`config.mk`:
```
export PLATFORM = sky130hd
export DESIGN_NAME = pws_front
export DESIGN_NICKNAME = d
export VERILOG_FILES = /design/src/rtl/pws_pkg.sv /design/src/rtl/pws_front.sv
export SDC_FILE = /design/constraint.sdc
export NUM_CORES = 1
export LEC_CHECK = 0
export BUFFER_PORTS_ARGS = -buffer_cell sky130_fd_sc_hd__buf_2
export CAP_MARGIN = 20
export CORE_UTILIZATION = 30
export DETAILED_ROUTE_END_ITERATION = 8
export PLACE_DENSITY_LB_ADDON = 0.05
export SLEW_MARGIN = 20
export SYNTH_ARGS = -nofsm -noshare
export SYNTH_HDL_FRONTEND = slang
export SYNTH_SLANG_ARGS = --single-unit
```
`constraint.sdc`:
```
create_clock -name clk -period 2.2 [get_ports clk]
set_clock_uncertainty 0.15 [all_clocks]
set_input_delay 0.44 -clock clk [delete_from_list [all_inputs] [get_ports clk]]
set_output_delay 0.44 -clock clk [all_outputs]
set_load 0.01 [all_outputs]
```
`src/rtl/pws_pkg.sv`:
```
// Shared constants, types and codes of the latency window monitor.
package pws_pkg;

  localparam int NUM_CLIENTS = 256;
  localparam int MAX_WINDOW  = 64;
  localparam int CLIENT_W    = $clog2(NUM_CLIENTS);
  localparam int SLOT_W      = $clog2(MAX_WINDOW);
  localparam int CNT_W       = $clog2(MAX_WINDOW + 1);
  localparam int LAT_W       = 16;
  localparam int WF_W        = 7;
  localparam int ACC_W       = LAT_W + SLOT_W;
  localparam int ADDR_W      = CLIENT_W + SLOT_W;
  localparam int DIV_CNT_W   = $clog2(ACC_W + 1);

  localparam logic ACT_ADD   = 1'b0;
  localparam logic ACT_CLEAR = 1'b1;

  // One queued item.
  typedef struct packed {
    logic              action;
    logic [CLIENT_W-1:0] client;
    logic [LAT_W-1:0]  latency;
  } item_t;

  // Per-client bookkeeping word.
  typedef struct packed {
    logic [CNT_W-1:0]  count;
    logic [SLOT_W-1:0] newest;
    logic [LAT_W-1:0]  average;
    logic [LAT_W-1:0]  fluct;
  } meta_t;

endpackage

```
`src/rtl/pws_front.sv`:
```
// Front end: accepts items into a two-entry queue for the back end.
module pws_front import pws_pkg::*; (
  input  logic  clk,
  input  logic  rst,
  input  logic  start,
  input  item_t item_in,
  output logic  busy,
  input  logic  pop,
  output logic  head_valid,
  output item_t head
);

  item_t      q [2];
  logic       wr_ptr;
  logic       rd_ptr;
  logic [1:0] fill;
  logic       push;

  assign busy       = (fill == 2'd2);
  assign head_valid = (fill != 2'd0);
  assign head       = q[rd_ptr];
  assign push       = start && !busy;

  // Queue storage.
  always_ff @(posedge clk) begin
    if (push) begin
      q[wr_ptr] <= item_in;
    end
  end

  // Queue pointers and fill level.
  always_ff @(posedge clk) begin
    if (rst) begin
      wr_ptr <= 1'b0;
      rd_ptr <= 1'b0;
      fill   <= 2'd0;
    end else begin
      if (push) begin
        wr_ptr <= !wr_ptr;
      end
      if (pop && head_valid) begin
        rd_ptr <= !rd_ptr;
      end
      unique case ({push, pop && head_valid})
        2'b10:   fill <= fill + 2'd1;
        2'b01:   fill <= fill - 2'd1;
        default: fill <= fill;
      endcase
    end
  end

endmodule

```
==> impl_metrics.tcl <==
set metrics [dict create \
    status "finished with violations" \
    violations "design-rule violations" \
    start_kind "flip-flop" \
    clkSinkCount 55 \
    drt_iter0_markers 64 \
    grt_pass1_vias 1177 \
    cts_resized 0 \
    die_area_sq_um 7080 \
    netlist_area_sq_um 2024 \
    cts_setup_buffers 0 \
    slew_headroom_pct 85.02 \
    numPortBuffers 55 \
    synth.most_common_cell "edfxtp_1" \
    worst_pin_slew_ns 0.2248 \
    antenna_found_initial 0 \
    period_needed_ns 1.991 \
    fin_hold_ws_ns 0.1708 \
    ys_top_cells_by_area "edfxtp_1, mux2_2, mux2_1" \
    cts_tree "done" \
    insertedDiodeCount 0 \
    crit_arrival_ns 1.40 \
    dp_hpwl_microns 2382 \
    routed_wl_microns 3383 \
    max_stage_delay_ns 0.37 \
    start_util_pct 31.52 \
    gp_congestion 0.6600 \
    ys_warn_count 0 \
    cp_top_family "buffers and inverters" \
    worstSkewPairLatency_ns 0.30 \
    root_buffer "clkbuf_8" \
    synthToLayoutAreaGrowth_pct 25.15 \
    cts-htree-levels 2 \
    fin_nets 199 \
    syn_nets 134 \
    synth_largest_area_cell "edfxtp_1" \
    grt_first_pass_wirelength_microns 5409 \
    required_ns 1.61 \
    rsz0062_at_grt "no" \
    crit_buf_inv 2 \
    first_pass_iters 5 \
    clkTransAtPathRegs_ns 0.09 \
    ant_nets 0 \
    met2_usage_pct 19.15 \
    p_leak_nw 0.9757 \
    clock.fmax_mhz 502.3 \
    grt_use_met1_pct 9.769 \
    finalCritPeriodShare_pct 90.49 \
    clockBufferDepth 2 \
    crit_fanout 16 \
    critPathSlowestCell "mux2_2" \
    ir_drop_mv 0.4000 \
    final_max_slew_viol_count 0 \
    async_flop_share_pct 0 \
    grt_max_degree 17 \
    grt-ovfl-total 0 \
    maxCapViolations 0 \
    gr-usage-met3_pct 4.720 \
    critPathKind "reg2out" \
    synth_area_per_cell_sq_um 19.47 \
    setup_viol 0 \
    holdBufCountCts 0 \
    core-area_sq_um 6422 \
    wl_per_cell_microns 13.70 \
    synth_common_cells "edfxtp_1, mux2_2, mux2_1, dfxtp_1" \
    netlist_instances 104 \
    p_per_area_nw_per_um2 1112 \
    synth-seq-cells 55 \
    placementRows 29 \
    vias_per_cell 4.360 \
    path_cells "buf_4, mux2_2, buf_2" \
    grt_usage_pct 10.46 \
    hold_violations 0 \
    die_h_microns 84.15 \
    yosysSeqAreaShare_pct 79.11 \
    route.detailed.drc 8 \
    endpoint_kind "output port" \
    boundaryPins 56 \
    die-width_microns 84.15 \
    synth-edff-count 50 \
    synth_top_area_share_pct 74.17 \
    vias 1077 \
    finalSetupTns_ns 0 \
    drive_above_1_share_pct 50.00 \
    synth.distinct_cells 19 \
    fill_cells 602 \
    busiest_layer "met2" \
    synth_top_flop_cell "edfxtp_1" \
    hp-class "in2reg" \
    cts_made_buffers 5 \
    finalPower_mw 2.817 \
]
==> flip-flops by register name, summed over array words and instances, names as in the netlist, named ones only <==
| name | flops |
|---|---|
| rd_ptr | 1 |
| fill | 2 |
| wr_ptr | 1 |
| q | 50 |
==> per-stage QoR <==
| stage | worst slack, ns | area [sq um] | std cells | utilization, % |
|---|---|---|---|---|
| floorplan | 0.2549 | 2024 | 104 | - |
| detailed placement | 0.4371 | 2426 | 239 | 37.78 |
| finish | 0.2093 | 2534 | 247 | 39.45 |
| global route | 0.1251 | 2534 | 247 | 39.45 |
| global placement | 0.4545 | 2426 | 239 | 37.78 |
| CTS | 0.1778 | 2534 | 247 | 39.45 |
==> final timing paths <==
| check | slack, ns | endpoint | cells after the start | startpoint |
|---|---|---|---|---|
| worst min register to register | 0.36 | wr_ptr$_SDFFE_PP0P_ | 2 | wr_ptr$_SDFFE_PP0P_ |
| worst min-delay path | 0.17 | q[1][3]$_DFFE_PP_ | 1 | item_in[3] |
| worst max register to register | 0.47 | q[0][20]$_DFFE_PP_ | 5 | fill[0]$_SDFFE_PP0P_ |
| worst max-delay path | 0.21 | head[24] | 3 | flip-flop |
==> cell usage in the layout, fill, tap and decap left out <==
master     instances
mux2_2            14
a21oi_1            2
inv_1              2
o21a_1             1
clkbuf_8           5
edfxtp_1          50
nand2b_2           1
o21ai_0            2
xor2_1             1
xnor2_1            2
ha_1               1
dfxtp_1            5
buf_2             55
inv_2              1
bufinv_16          1
clkinv_1           1
buf_4              6
nor2_1             3
nand2_1            1
mux2_1            11
or2_2              1
clkinv_2           1
or3_1              2
and3_1             1
==> worst reg2reg max path: cells and delay by family, from the launching register on <==
kind / cells / cell delay, ns
flops: 1 / 0.41
simple gates: 2 / 0.49
buf+inv: 3 / 0.37
==> cell type report <==
class	count	area, sq um	share of cell area, %
Clock buffer	5	68.82	2.716
Clock inverter	3	38.79	1.531
Timing Repair Buffer	61	320.3	12.64
Multi-Input combinational cell	43	396.6	15.65
Sequential cell	55	1602	63.21
Tap cell	77	96.34	3.802
Inverter	3	11.26	0.4444
==> power by group <==
part | internal (mW) | leakage (nW) | switching (mW) | total [mW]
clock network | 0.333 | 0.0556 | 0.301 | 0.634
logic | 0.388 | 0.411 | 0.419 | 0.807
registers | 1.32 | 0.509 | 0.0533 | 1.38
total | 2.04 | 0.976 | 0.773 | 2.82
==> cell families after synthesis <==
family,synth area share [%]
flip-flops,79.11
AND/OR/NAND/NOR,2.411
buffers and inverters,1.298
XOR/XNOR,1.298
adder cells (fa/ha/maj),0.6179
multiplexers,13.91
AO/OA/AOI/OAI,1.360
==> metal layers <==
| metal | share of wire [%] | routed length [microns] | up-vias |
|---|---|---|---|
| met5 | 0 | 0 | - |
| li1 | - | - | 520 |
| met3 | 8.2 | 279 | 9 |
| met4 | 1.9 | 63 | 0 |
| met2 | 52 | 1767 | 38 |
| met1 | 38 | 1272 | 510 |
Note: power is estimated with default switching activity, not from simulation.
